===== config.mk =====
export PLATFORM = sky130hd
export DESIGN_NAME = checked_code_encoder_flat
export DESIGN_NICKNAME = d
export VERILOG_FILES = /design/src/rtl/cce_pkg.sv /design/src/rtl/cce_req_if.sv /design/src/rtl/cce_rsp_if.sv /design/src/rtl/checked_code_encoder.sv /design/src/rtl/cce_front.sv /design/src/rtl/cce_queue.sv /design/src/rtl/cce_back.sv /design/src/flat_wrapper.sv
export VERILOG_INCLUDE_DIRS = /design/src /design/src/rtl
export SDC_FILE = /design/constraint.sdc
export NUM_CORES = 1
export LEC_CHECK = 0
export ABC_CLOCK_PERIOD_IN_PS = 8750
export BUFFER_PORTS_ARGS = -buffer_cell sky130_fd_sc_hd__buf_2
export CORE_MARGIN = 3
export CORE_UTILIZATION = 62
export CTS_BUF_LIST = sky130_fd_sc_hd__clkbuf_16
export DETAILED_ROUTE_END_ITERATION = 10
export PLACE_DENSITY = 0.92
export SYNTH_ARGS = -nofsm -noshare
export SYNTH_HDL_FRONTEND = slang
export SYNTH_SLANG_ARGS = --single-unit
export TNS_END_PERCENT = 5

===== constraint.sdc =====
create_clock -name clock -period 8.75 [get_ports clock]
set_input_delay 0.875 -clock clock [delete_from_list [all_inputs] [get_ports clock]]
set_output_delay 0.875 -clock clock [all_outputs]
set_load 0.05 [all_outputs]

===== src/rtl/assert_macros.svh =====
// assertion macros shared by the rtl
`ifndef ASSERT_MACROS_SVH
`define ASSERT_MACROS_SVH

// same-cycle implication, checked on every clock outside reset
`define ASSERT_IMPL(label, ante, cons, msg) \
   label: assert property (@(posedge clock) disable iff (reset) (ante) |-> (cons)) \
      else $error(msg);

// next-cycle implication, checked on every clock outside reset
`define ASSERT_NEXT(label, ante, cons, msg) \
   label: assert property (@(posedge clock) disable iff (reset) (ante) |=> (cons)) \
      else $error(msg);

`endif


===== src/rtl/cce_pkg.sv =====
`default_nettype none

package cce_pkg;

   localparam int CodeBytes = 13;
   localparam int PlainBits = CodeBytes * 8;
   localparam int CodeBits  = 100;
   localparam int CodeChars = 20;
   localparam int SymBits   = 5;
   localparam int CheckBit  = 98;

   localparam int QueueDepthDefault = 2;

   typedef logic [CodeBits-1:0]  code_type;
   typedef logic [PlainBits-1:0] plain_type;
   typedef logic [SymBits-1:0]   sym_type;
   typedef logic [6:0]           char_type;
   typedef logic [4:0]           pos_type;
   typedef logic [3:0]           byte_idx_type;

   localparam pos_type      LastPos  = pos_type'(CodeChars - 1);
   localparam byte_idx_type LastByte = byte_idx_type'(CodeBytes - 1);

   localparam logic [31:0] FnvOffset = 32'h811C_9DC5;
   localparam logic [31:0] FnvPrime  = 32'h0100_0193;

   // keystream, byte 0 in the low bits
   localparam plain_type KeyStream = 104'h03_9C_62_F1_3D_B6_08_E4_7B_2E_91_C3_5A;

   // base32 alphabet without 0, I, L and O
   localparam char_type SymChars [32] = '{
      7'h31, 7'h32, 7'h33, 7'h34, 7'h35, 7'h36, 7'h37, 7'h38,
      7'h39, 7'h41, 7'h42, 7'h43, 7'h44, 7'h45, 7'h46, 7'h47,
      7'h48, 7'h4A, 7'h4B, 7'h4D, 7'h4E, 7'h50, 7'h51, 7'h52,
      7'h53, 7'h54, 7'h55, 7'h56, 7'h57, 7'h58, 7'h59, 7'h5A
   };

endpackage

`default_nettype wire


===== src/rtl/cce_req_if.sv =====
`default_nettype none

interface cce_req_if;
   logic        valid;
   logic        ready;
   logic [6:0]  title;
   logic [10:0] species_0;
   logic [10:0] species_1;
   logic [10:0] species_2;
   logic [10:0] species_3;
   logic [10:0] species_4;
   logic [10:0] species_5;
   logic [5:0]  shiny_flags;
   logic [15:0] trainer_id;

   modport source (
      output valid, title, species_0, species_1, species_2, species_3, species_4,
             species_5, shiny_flags, trainer_id,
      input  ready
   );

   modport sink (
      input  valid, title, species_0, species_1, species_2, species_3, species_4,
             species_5, shiny_flags, trainer_id,
      output ready
   );
endinterface

`default_nettype wire


===== src/rtl/cce_rsp_if.sv =====
`default_nettype none

interface cce_rsp_if;
   logic       valid;
   logic       ready;
   logic [4:0] symbol;
   logic [6:0] character;
   logic [4:0] position;
   logic       last;

   modport source (
      output valid, symbol, character, position, last,
      input  ready
   );

   modport sink (
      input  valid, symbol, character, position, last,
      output ready
   );
endinterface

`default_nettype wire


===== src/rtl/checked_code_encoder.sv =====
`default_nettype none

// checked code encoder: each request (title, six species, shiny flags, trainer id)
// becomes a 100-bit keyed code with a 2-bit fnv-1a checksum, delivered as twenty
// responses, one per base32 character, lowest bit group first, last set on
// position 19. the front end packs the record and runs the hash one byte per
// cycle through a single 32-bit multiplier and then hands the code over; a small
// queue decouples it from the character emitter. the emitter sends one character
// per cycle while the sink is ready, so the character emitter sets the sustained
// rate; the front end already takes the next request while the previous code is
// still being emitted. no registers to program, no state kept between requests.
module checked_code_encoder #(
   parameter int QueueDepth = cce_pkg::QueueDepthDefault
) (
   input  wire logic clock,
   input  wire logic reset,
   cce_req_if.sink   req_chan,
   cce_rsp_if.source rsp_chan
);

   // front end to queue
   logic              push_valid;
   logic              push_ready;
   cce_pkg::code_type push_code;

   // queue to emitter
   logic              pop_valid;
   logic              pop_ready;
   cce_pkg::code_type pop_code;

   // pack, hash, key and checksum
   cce_front u_front (
      .clock      (clock),
      .reset      (reset),
      .req_chan   (req_chan),
      .push_valid (push_valid),
      .push_ready (push_ready),
      .push_code  (push_code)
   );

   // finished codes wait here while the emitter is busy
   cce_queue #(
      .Depth (QueueDepth)
   ) u_queue (
      .clock      (clock),
      .reset      (reset),
      .push_valid (push_valid),
      .push_ready (push_ready),
      .push_code  (push_code),
      .pop_valid  (pop_valid),
      .pop_ready  (pop_ready),
      .pop_code   (pop_code)
   );

   // one character per cycle into the response register while the sink is ready
   cce_back u_back (
      .clock     (clock),
      .reset     (reset),
      .pop_valid (pop_valid),
      .pop_ready (pop_ready),
      .pop_code  (pop_code),
      .rsp_chan  (rsp_chan)
   );

endmodule

`default_nettype wire


===== src/rtl/cce_front.sv =====
`default_nettype none

`include "assert_macros.svh"

module cce_front (
   input  wire logic          clock,
   input  wire logic          reset,
   cce_req_if.sink            req_chan,
   output logic               push_valid,
   input  wire logic          push_ready,
   output cce_pkg::code_type  push_code
);

   typedef enum logic [2:0] {
      FrontIdle = 3'b001,
      FrontHash = 3'b010,
      FrontPush = 3'b100
   } front_state_type;

   front_state_type       state_ff, state_in;
   cce_pkg::byte_idx_type cnt_ff, cnt_in;
   cce_pkg::plain_type    plain_ff, plain_in;
   logic [31:0]           hash_ff, hash_in;

   logic [7:0]         cur_byte;
   logic [31:0]        fold16, fold8, fold4, fold2;
   cce_pkg::plain_type keyed;

   // byte 12 only carries bits 96-97, upper bits of the buffer are zero
   assign cur_byte = plain_ff[{cnt_ff, 3'b000} +: 8];

   assign fold16 = hash_ff ^ (hash_ff >> 16);
   assign fold8  = fold16 ^ (fold16 >> 8);
   assign fold4  = fold8 ^ (fold8 >> 4);
   assign fold2  = fold4 ^ (fold4 >> 2);

   assign keyed = plain_ff ^ cce_pkg::KeyStream;

   assign req_chan.ready = (state_ff == FrontIdle);
   assign push_valid     = (state_ff == FrontPush);
   assign push_code      = {fold2[1:0], keyed[cce_pkg::CheckBit-1:0]};

   always_comb begin
      state_in = state_ff;
      cnt_in   = cnt_ff;
      plain_in = plain_ff;
      hash_in  = hash_ff;
      unique case (state_ff)
         FrontIdle: begin
            if (req_chan.valid) begin
               plain_in = {6'b0, 1'b0, req_chan.trainer_id, req_chan.shiny_flags,
                           req_chan.species_5, req_chan.species_4, req_chan.species_3,
                           req_chan.species_2, req_chan.species_1, req_chan.species_0,
                           req_chan.title, 2'b00};
               hash_in  = cce_pkg::FnvOffset;
               cnt_in   = '0;
               state_in = FrontHash;
            end
         end
         FrontHash: begin
            hash_in = (hash_ff ^ {24'b0, cur_byte}) * cce_pkg::FnvPrime;
            cnt_in  = cnt_ff + 4'd1;
            if (cnt_ff == cce_pkg::LastByte) begin
               state_in = FrontPush;
            end
         end
         FrontPush: begin
            if (push_ready) begin
               state_in = FrontIdle;
            end
         end
         default: state_in = FrontIdle;
      endcase
   end

   always_ff @(posedge clock) begin
      if (reset) begin
         state_ff <= FrontIdle;
      end else begin
         state_ff <= state_in;
      end
   end

   always_ff @(posedge clock) begin
      cnt_ff   <= cnt_in;
      plain_ff <= plain_in;
      hash_ff  <= hash_in;
   end

   `ASSERT_IMPL(a_cnt_range, state_ff == FrontHash, cnt_ff <= cce_pkg::LastByte,
      "byte count out of range")
   `ASSERT_NEXT(a_hash_done, state_ff == FrontHash && cnt_ff == cce_pkg::LastByte,
      state_ff == FrontPush, "hash did not finish after last byte")

endmodule

`default_nettype wire


===== src/rtl/cce_queue.sv =====
`default_nettype none

`include "assert_macros.svh"

module cce_queue #(
   parameter int Depth = cce_pkg::QueueDepthDefault
) (
   input  wire logic              clock,
   input  wire logic              reset,
   input  wire logic              push_valid,
   output logic                   push_ready,
   input  wire cce_pkg::code_type push_code,
   output logic                   pop_valid,
   input  wire logic              pop_ready,
   output cce_pkg::code_type      pop_code
);

   localparam int PtrBits = (Depth > 1) ? $clog2(Depth) : 1;
   localparam int CntBits = $clog2(Depth + 1);

   cce_pkg::code_type   mem_ff [Depth];
   logic [PtrBits-1:0]  wr_ptr_ff, wr_ptr_in;
   logic [PtrBits-1:0]  rd_ptr_ff, rd_ptr_in;
   logic [CntBits-1:0]  count_ff, count_in;
   logic                do_push, do_pop;

   assign push_ready = (count_ff != CntBits'(Depth));
   assign pop_valid  = (count_ff != '0);
   assign pop_code   = mem_ff[rd_ptr_ff];
   assign do_push    = push_valid && push_ready;
   assign do_pop     = pop_valid && pop_ready;

   always_comb begin
      wr_ptr_in = wr_ptr_ff;
      rd_ptr_in = rd_ptr_ff;
      count_in  = count_ff;
      if (do_push) begin
         wr_ptr_in = (wr_ptr_ff == PtrBits'(Depth - 1)) ? '0 : wr_ptr_ff + 1'b1;
      end
      if (do_pop) begin
         rd_ptr_in = (rd_ptr_ff == PtrBits'(Depth - 1)) ? '0 : rd_ptr_ff + 1'b1;
      end
      if (do_push && !do_pop) begin
         count_in = count_ff + 1'b1;
      end else if (do_pop && !do_push) begin
         count_in = count_ff - 1'b1;
      end
   end

   always_ff @(posedge clock) begin
      if (reset) begin
         wr_ptr_ff <= '0;
         rd_ptr_ff <= '0;
         count_ff  <= '0;
      end else begin
         wr_ptr_ff <= wr_ptr_in;
         rd_ptr_ff <= rd_ptr_in;
         count_ff  <= count_in;
      end
   end

   always_ff @(posedge clock) begin
      if (do_push) begin
         mem_ff[wr_ptr_ff] <= push_code;
      end
   end

   `ASSERT_NEXT(a_fill_up, do_push && !do_pop, count_ff == $past(count_ff) + 1'b1,
      "queue count did not grow on push")
   `ASSERT_IMPL(a_ptr_gap, count_ff == '0, wr_ptr_ff == rd_ptr_ff,
      "empty queue with pointers apart")

endmodule

`default_nettype wire


===== src/rtl/cce_back.sv =====
`default_nettype none

`include "assert_macros.svh"

module cce_back (
   input  wire logic              clock,
   input  wire logic              reset,
   input  wire logic              pop_valid,
   output logic                   pop_ready,
   input  wire cce_pkg::code_type pop_code,
   cce_rsp_if.source              rsp_chan
);

   logic                 active_ff, active_in;
   cce_pkg::code_type    code_ff, code_in;
   cce_pkg::pos_type     pos_ff, pos_in;
   logic                 rsp_valid_ff, rsp_valid_in;
   cce_pkg::sym_type     symbol_ff, symbol_in;
   cce_pkg::char_type    char_ff, char_in;
   cce_pkg::pos_type     position_ff, position_in;
   logic                 last_ff, last_in;
   logic                 advance, at_last;

   assign advance   = active_ff && (!rsp_valid_ff || rsp_chan.ready);
   assign at_last   = (pos_ff == cce_pkg::LastPos);
   assign pop_ready = !active_ff || (advance && at_last);

   assign rsp_chan.valid     = rsp_valid_ff;
   assign rsp_chan.symbol    = symbol_ff;
   assign rsp_chan.character = char_ff;
   assign rsp_chan.position  = position_ff;
   assign rsp_chan.last      = last_ff;

   always_comb begin
      active_in    = active_ff;
      code_in      = code_ff;
      pos_in       = pos_ff;
      rsp_valid_in = rsp_valid_ff;
      symbol_in    = symbol_ff;
      char_in      = char_ff;
      position_in  = position_ff;
      last_in      = last_ff;
      if (advance) begin
         rsp_valid_in = 1'b1;
         symbol_in    = code_ff[cce_pkg::SymBits-1:0];
         char_in      = cce_pkg::SymChars[code_ff[cce_pkg::SymBits-1:0]];
         position_in  = pos_ff;
         last_in      = at_last;
         code_in      = code_ff >> cce_pkg::SymBits;
         pos_in       = pos_ff + 5'd1;
         if (at_last) begin
            active_in = 1'b0;
         end
      end else if (rsp_chan.ready) begin
         rsp_valid_in = 1'b0;
      end
      if (pop_valid && pop_ready) begin
         active_in = 1'b1;
         code_in   = pop_code;
         pos_in    = '0;
      end
   end

   always_ff @(posedge clock) begin
      if (reset) begin
         active_ff    <= 1'b0;
         rsp_valid_ff <= 1'b0;
      end else begin
         active_ff    <= active_in;
         rsp_valid_ff <= rsp_valid_in;
      end
   end

   always_ff @(posedge clock) begin
      code_ff     <= code_in;
      pos_ff      <= pos_in;
      symbol_ff   <= symbol_in;
      char_ff     <= char_in;
      position_ff <= position_in;
      last_ff     <= last_in;
   end

   `ASSERT_NEXT(a_code_end, advance && at_last && !pop_valid, !active_ff,
      "emitter still busy after last character")

endmodule

`default_nettype wire


===== src/flat_wrapper.sv =====
// flat-port wrapper written by rule: the top's interface ports become plain ports
module checked_code_encoder_flat 
#(
   parameter int QueueDepth = cce_pkg::QueueDepthDefault
)
  (clock, reset, req_chan_valid, req_chan_title, req_chan_species_0, req_chan_species_1, req_chan_species_2, req_chan_species_3, req_chan_species_4, req_chan_species_5, req_chan_shiny_flags, req_chan_trainer_id, req_chan_ready, rsp_chan_valid, rsp_chan_symbol, rsp_chan_character, rsp_chan_position, rsp_chan_last, rsp_chan_ready);
  cce_req_if req_chan_i ();
  cce_rsp_if rsp_chan_i ();
  input  wire logic clock;
  input  wire logic reset;
  input wire logic [$bits(req_chan_i.valid)-1:0] req_chan_valid;
  input wire logic [$bits(req_chan_i.title)-1:0] req_chan_title;
  input wire logic [$bits(req_chan_i.species_0)-1:0] req_chan_species_0;
  input wire logic [$bits(req_chan_i.species_1)-1:0] req_chan_species_1;
  input wire logic [$bits(req_chan_i.species_2)-1:0] req_chan_species_2;
  input wire logic [$bits(req_chan_i.species_3)-1:0] req_chan_species_3;
  input wire logic [$bits(req_chan_i.species_4)-1:0] req_chan_species_4;
  input wire logic [$bits(req_chan_i.species_5)-1:0] req_chan_species_5;
  input wire logic [$bits(req_chan_i.shiny_flags)-1:0] req_chan_shiny_flags;
  input wire logic [$bits(req_chan_i.trainer_id)-1:0] req_chan_trainer_id;
  output wire logic [$bits(req_chan_i.ready)-1:0] req_chan_ready;
  output wire logic [$bits(rsp_chan_i.valid)-1:0] rsp_chan_valid;
  output wire logic [$bits(rsp_chan_i.symbol)-1:0] rsp_chan_symbol;
  output wire logic [$bits(rsp_chan_i.character)-1:0] rsp_chan_character;
  output wire logic [$bits(rsp_chan_i.position)-1:0] rsp_chan_position;
  output wire logic [$bits(rsp_chan_i.last)-1:0] rsp_chan_last;
  input wire logic [$bits(rsp_chan_i.ready)-1:0] rsp_chan_ready;
  assign req_chan_i.valid = req_chan_valid;
  assign req_chan_i.title = req_chan_title;
  assign req_chan_i.species_0 = req_chan_species_0;
  assign req_chan_i.species_1 = req_chan_species_1;
  assign req_chan_i.species_2 = req_chan_species_2;
  assign req_chan_i.species_3 = req_chan_species_3;
  assign req_chan_i.species_4 = req_chan_species_4;
  assign req_chan_i.species_5 = req_chan_species_5;
  assign req_chan_i.shiny_flags = req_chan_shiny_flags;
  assign req_chan_i.trainer_id = req_chan_trainer_id;
  assign req_chan_ready = req_chan_i.ready;
  assign rsp_chan_valid = rsp_chan_i.valid;
  assign rsp_chan_symbol = rsp_chan_i.symbol;
  assign rsp_chan_character = rsp_chan_i.character;
  assign rsp_chan_position = rsp_chan_i.position;
  assign rsp_chan_last = rsp_chan_i.last;
  assign rsp_chan_i.ready = rsp_chan_ready;
  checked_code_encoder #(.QueueDepth(QueueDepth)) u_core (.clock(clock), .reset(reset), .req_chan(req_chan_i), .rsp_chan(rsp_chan_i));
endmodule

==> out/results.ini <==
[cts]
cts.path.max_buffers = 3
tritoncts_num_sinks = 458
numCtsBuffers = 46
insertion_delay_ps = 600
holdBufCountCts = 0
cts_setup_buffers = 0
htree_num_levels = 2
cts.clk_slew.worst_paths_ps = 70
tritoncts = yes
cts_root_buffer = clkbuf_16
post_cts.resized_instances = 0

[global_route]
gr-max-usage-layer = met2
globalRoute.totalOverflow = 0
grt_max_degree = 107
grt.met3_usage = 0.05539
aggregate_global_route_resource_usage = 0.2752
grt_first_pass_wirelength_um = 82250
initial_antenna_violation_count = 0
grtUsageMet1 = 0.3424
first_global_vias = 14600
groute.layer.met2.usage = 0.4599

[yosys]
synthXorXnorAreaFrac = 0.03440
ys_top_cells_by_count = edfxtp_1 (443), inv_1 (239), ha_1 (192), nor2_1 (136), a21oi_1 (127)
postSynthRegisterBits = 458
synth_most_common_cell = edfxtp_1
synth_seq_area_share = 0.5835
yosys.area.top_type = edfxtp_1
largest_family_of_logic_cells_by_synthesized_area = adder cells
syn_nets = 2043
synthesis.area_per_instance_um2 = 13.89
synth-compound-area-share = 0.05308
synth_enable_flop_cells = 443
synthAdderAreaFrac = 0.1666
synth_top_flop_cell = edfxtp_1
synth_top_cells_by_area = edfxtp_1 (57%), ha_1 (10%), fa_1 (6.4%), mux2i_1 (4.6%), inv_1 (3.8%)
yosysWarnings = 0
syn-cell-area_um2 = 23310
post_synth_and_or_nand_nor_area_fraction = 0.04492
postSynth.asyncResetShare = 0
post-synth-top-area-fraction = 0.5706
synthMuxAreaShare = 0.06929
netlist-cell-type-count = 62
syn_inst = 1678

[worst_setup_path]
worstRegToRegCells = 22
reg2reg_to = u_core.u_front.hash_ff[29]
r2r-start = u_core.u_front.cnt_ff[0]
cp-end-kind = flip-flop
ff2ff_setup_slack_ps = 1280
setup.worst_path.class = reg -> reg
timing.critical_path.arrival_ps = 7880
cp_data_required_time_ps = 9160
cp_slowest_stage_delay_ps = 810
cp-start-kind = flip-flop
crit_top_cell = ha_1
slowest_stage = edfxtp_1
crit_path_max_fanout = 20
cp_cell_sequence = buf_4 > mux4_2 > mux2i_1 > o22ai_1 > xor2_1 > ha_1 > ha_1 > fa_1 > ha_1 > fa_1 > ha_1 > inv_1 > fa_1 > inv_1 > ha_1 > a21oi_1 > o221ai_1 > a41oi_2 > o21ai_1 > a2111oi_2 > o211ai_1 > o31ai_1

[min_path]
worstHoldEndpoint = u_core.u_front.plain_ff[46]
min-delay-path-class = in -> reg
worstHoldPathCells = 1
worst_hold_startpoint = req_chan_species_3[4]

[placed_design]
place.gp.congestion = 0.9165
dp_worst_setup_slack_ps = 1469
dpl.hpwl_um = 35710
place.detailed.instances = 2260
place.port_buffers = 118

[final_layout]
post-route-util = 0.7017
design.final.nets = 2169
drive_above_1_share = 0.1303
layout.filler_cells = 2234
diodes = 0
layoutNonFillerInstCount = 2346
area_growth_pct = 10.98

[sta]
slew_violations = 0
slew_headroom = 0.1121
post-route-min-period_ps = 7471
post_route_clock_skew_ps = 26.78
finalCritPeriodShare = 0.8538
rsz_0062_raised_after_global_routing = no
max_clock_freq_mhz = 133.9
final-setup-viol-count = 0
report.final.hold_viol_count = 0
worst_slack_ps = 1279
max_slew.worst_pin.slew_ps = 1332
final.setup.tns_ps = 0

[die]
coreArea_um2 = 36870
initial_utilization = 0.6323
die_h_um = 199.9
row_count = 70
io-pin-count = 119
chipWidth_um = 199.9
die-area_um2 = 39970

[routing]
drcViolationCount = 0
post_drt_via_cell_ratio = 6.002
dr.pass1.iters = 6
totalWireLength_um = 54420
drt_first_iter_violations = 1437
residual_antenna_violating_net_count_after_detailed_routing = 0
vias = 14080
route.detailed.wl_per_inst_um = 23.20

[flow_run]
number_of_max_cap_violations = 0

[run_status]
outcome = completed

stage by stage:
stage	cell area (um2)	hold slack (ps)
after floorplan	23310	424.4
after global placement	24420	452.6
after detailed placement	24420	452.9
after CTS	25870	434.5
after global routing	25870	447.6
final	25870	455.6
metal layers:
metal,vias up,part of all wire
met2,782,0.49
met1,6940,0.37
met4,0,0.054
li1,6188,-
met5,-,0
met3,171,0.087
worst max-delay path by stage:
stage	slack, ps	cells past startpoint	end	start
after floorplan	2570	23	u_core.u_front.hash_ff[29]	u_core.u_front.cnt_ff[0]
final	1280	22	u_core.u_front.hash_ff[29]	u_core.u_front.cnt_ff[0]
after global routing	710	22	u_core.u_front.hash_ff[23]	u_core.u_front.cnt_ff[0]
after CTS	1370	22	u_core.u_front.hash_ff[29]	u_core.u_front.cnt_ff[0]
after global placement	1680	21	u_core.u_front.hash_ff[29]	u_core.u_front.cnt_ff[0]
after detailed placement	1470	21	u_core.u_front.hash_ff[29]	u_core.u_front.cnt_ff[0]
critical path, delay by kind of cell (launching register included):
| kind | cells | cell delay (ps) |
|---|---|---|
| buffers and inverters | 3 | 530 |
| flip-flops | 1 | 810 |
| adder cells (fa/ha/maj) | 8 | 2860 |
| multiplexers | 2 | 760 |
| XOR/XNOR | 1 | 500 |
| AO/OA/AOI/OAI | 8 | 1830 |
layout make-up:
class / instances / area (um2) / area share
Clock buffer: 47 / 1176 / 0.04546
Clock inverter: 39 / 275.3 / 0.01064
Inverter: 240 / 905.9 / 0.03501
Multi-Input combinational cell: 930 / 8612 / 0.3329
Sequential cell: 458 / 13610 / 0.5259
Tap cell: 504 / 630.6 / 0.02437
Timing Repair Buffer: 128 / 665.6 / 0.02573
cell usage in the layout (no fill, tap or decap), drive strengths merged, types with 6 or more instances in the layout:
cell / instances
edfxtp: 443
clkinv: 24
nand2b: 8
inv: 246
a21oi: 127
nor3: 9
and2: 14
mux2i: 107
clkbuf: 47
ha: 192
xor2: 39
o211ai: 9
fa: 74
nand2: 31
dfxtp: 15
mux4: 23
buf: 128
and3: 6
a21o: 12
xnor2: 50
nor2: 136
clkinvlp: 7
o22ai: 6
o21ai: 26
cell families after synthesis:
| group | Yosys count |
|---|---|
| flip-flops | 458 |
| buffers and inverters | 290 |
| adder cells (fa/ha/maj) | 266 |
| AND/OR/NAND/NOR | 233 |
| AO/OA/AOI/OAI | 211 |
| multiplexers | 131 |
| XOR/XNOR | 89 |
sequential cells by signal (all words and copies together), names as in the netlist, named ones only:
register,cells
u_core.u_queue.mem_ff,194
u_core.u_back.code_ff,100
u_core.u_front.plain_ff,95
u_core.u_front.hash_ff,32
u_core.u_back.rsp_chan.character,7
u_core.u_back.pos_ff,5
u_core.u_back.rsp_chan.position,5
u_core.u_back.rsp_chan.symbol,5
u_core.u_front.cnt_ff,4
u_core.u_front.state_ff,3
u_core.u_queue.count_ff,2
u_core.u_back.active_ff,1
u_core.u_back.rsp_chan.last,1
u_core.u_back.rsp_chan.valid,1
u_core.u_queue.rd_ptr_ff,1
u_core.u_queue.wr_ptr_ff,1
Power is left out: the tool's default activity adds up to more than one toggle a clock period on the data nets, which glitch-free logic cannot reach.
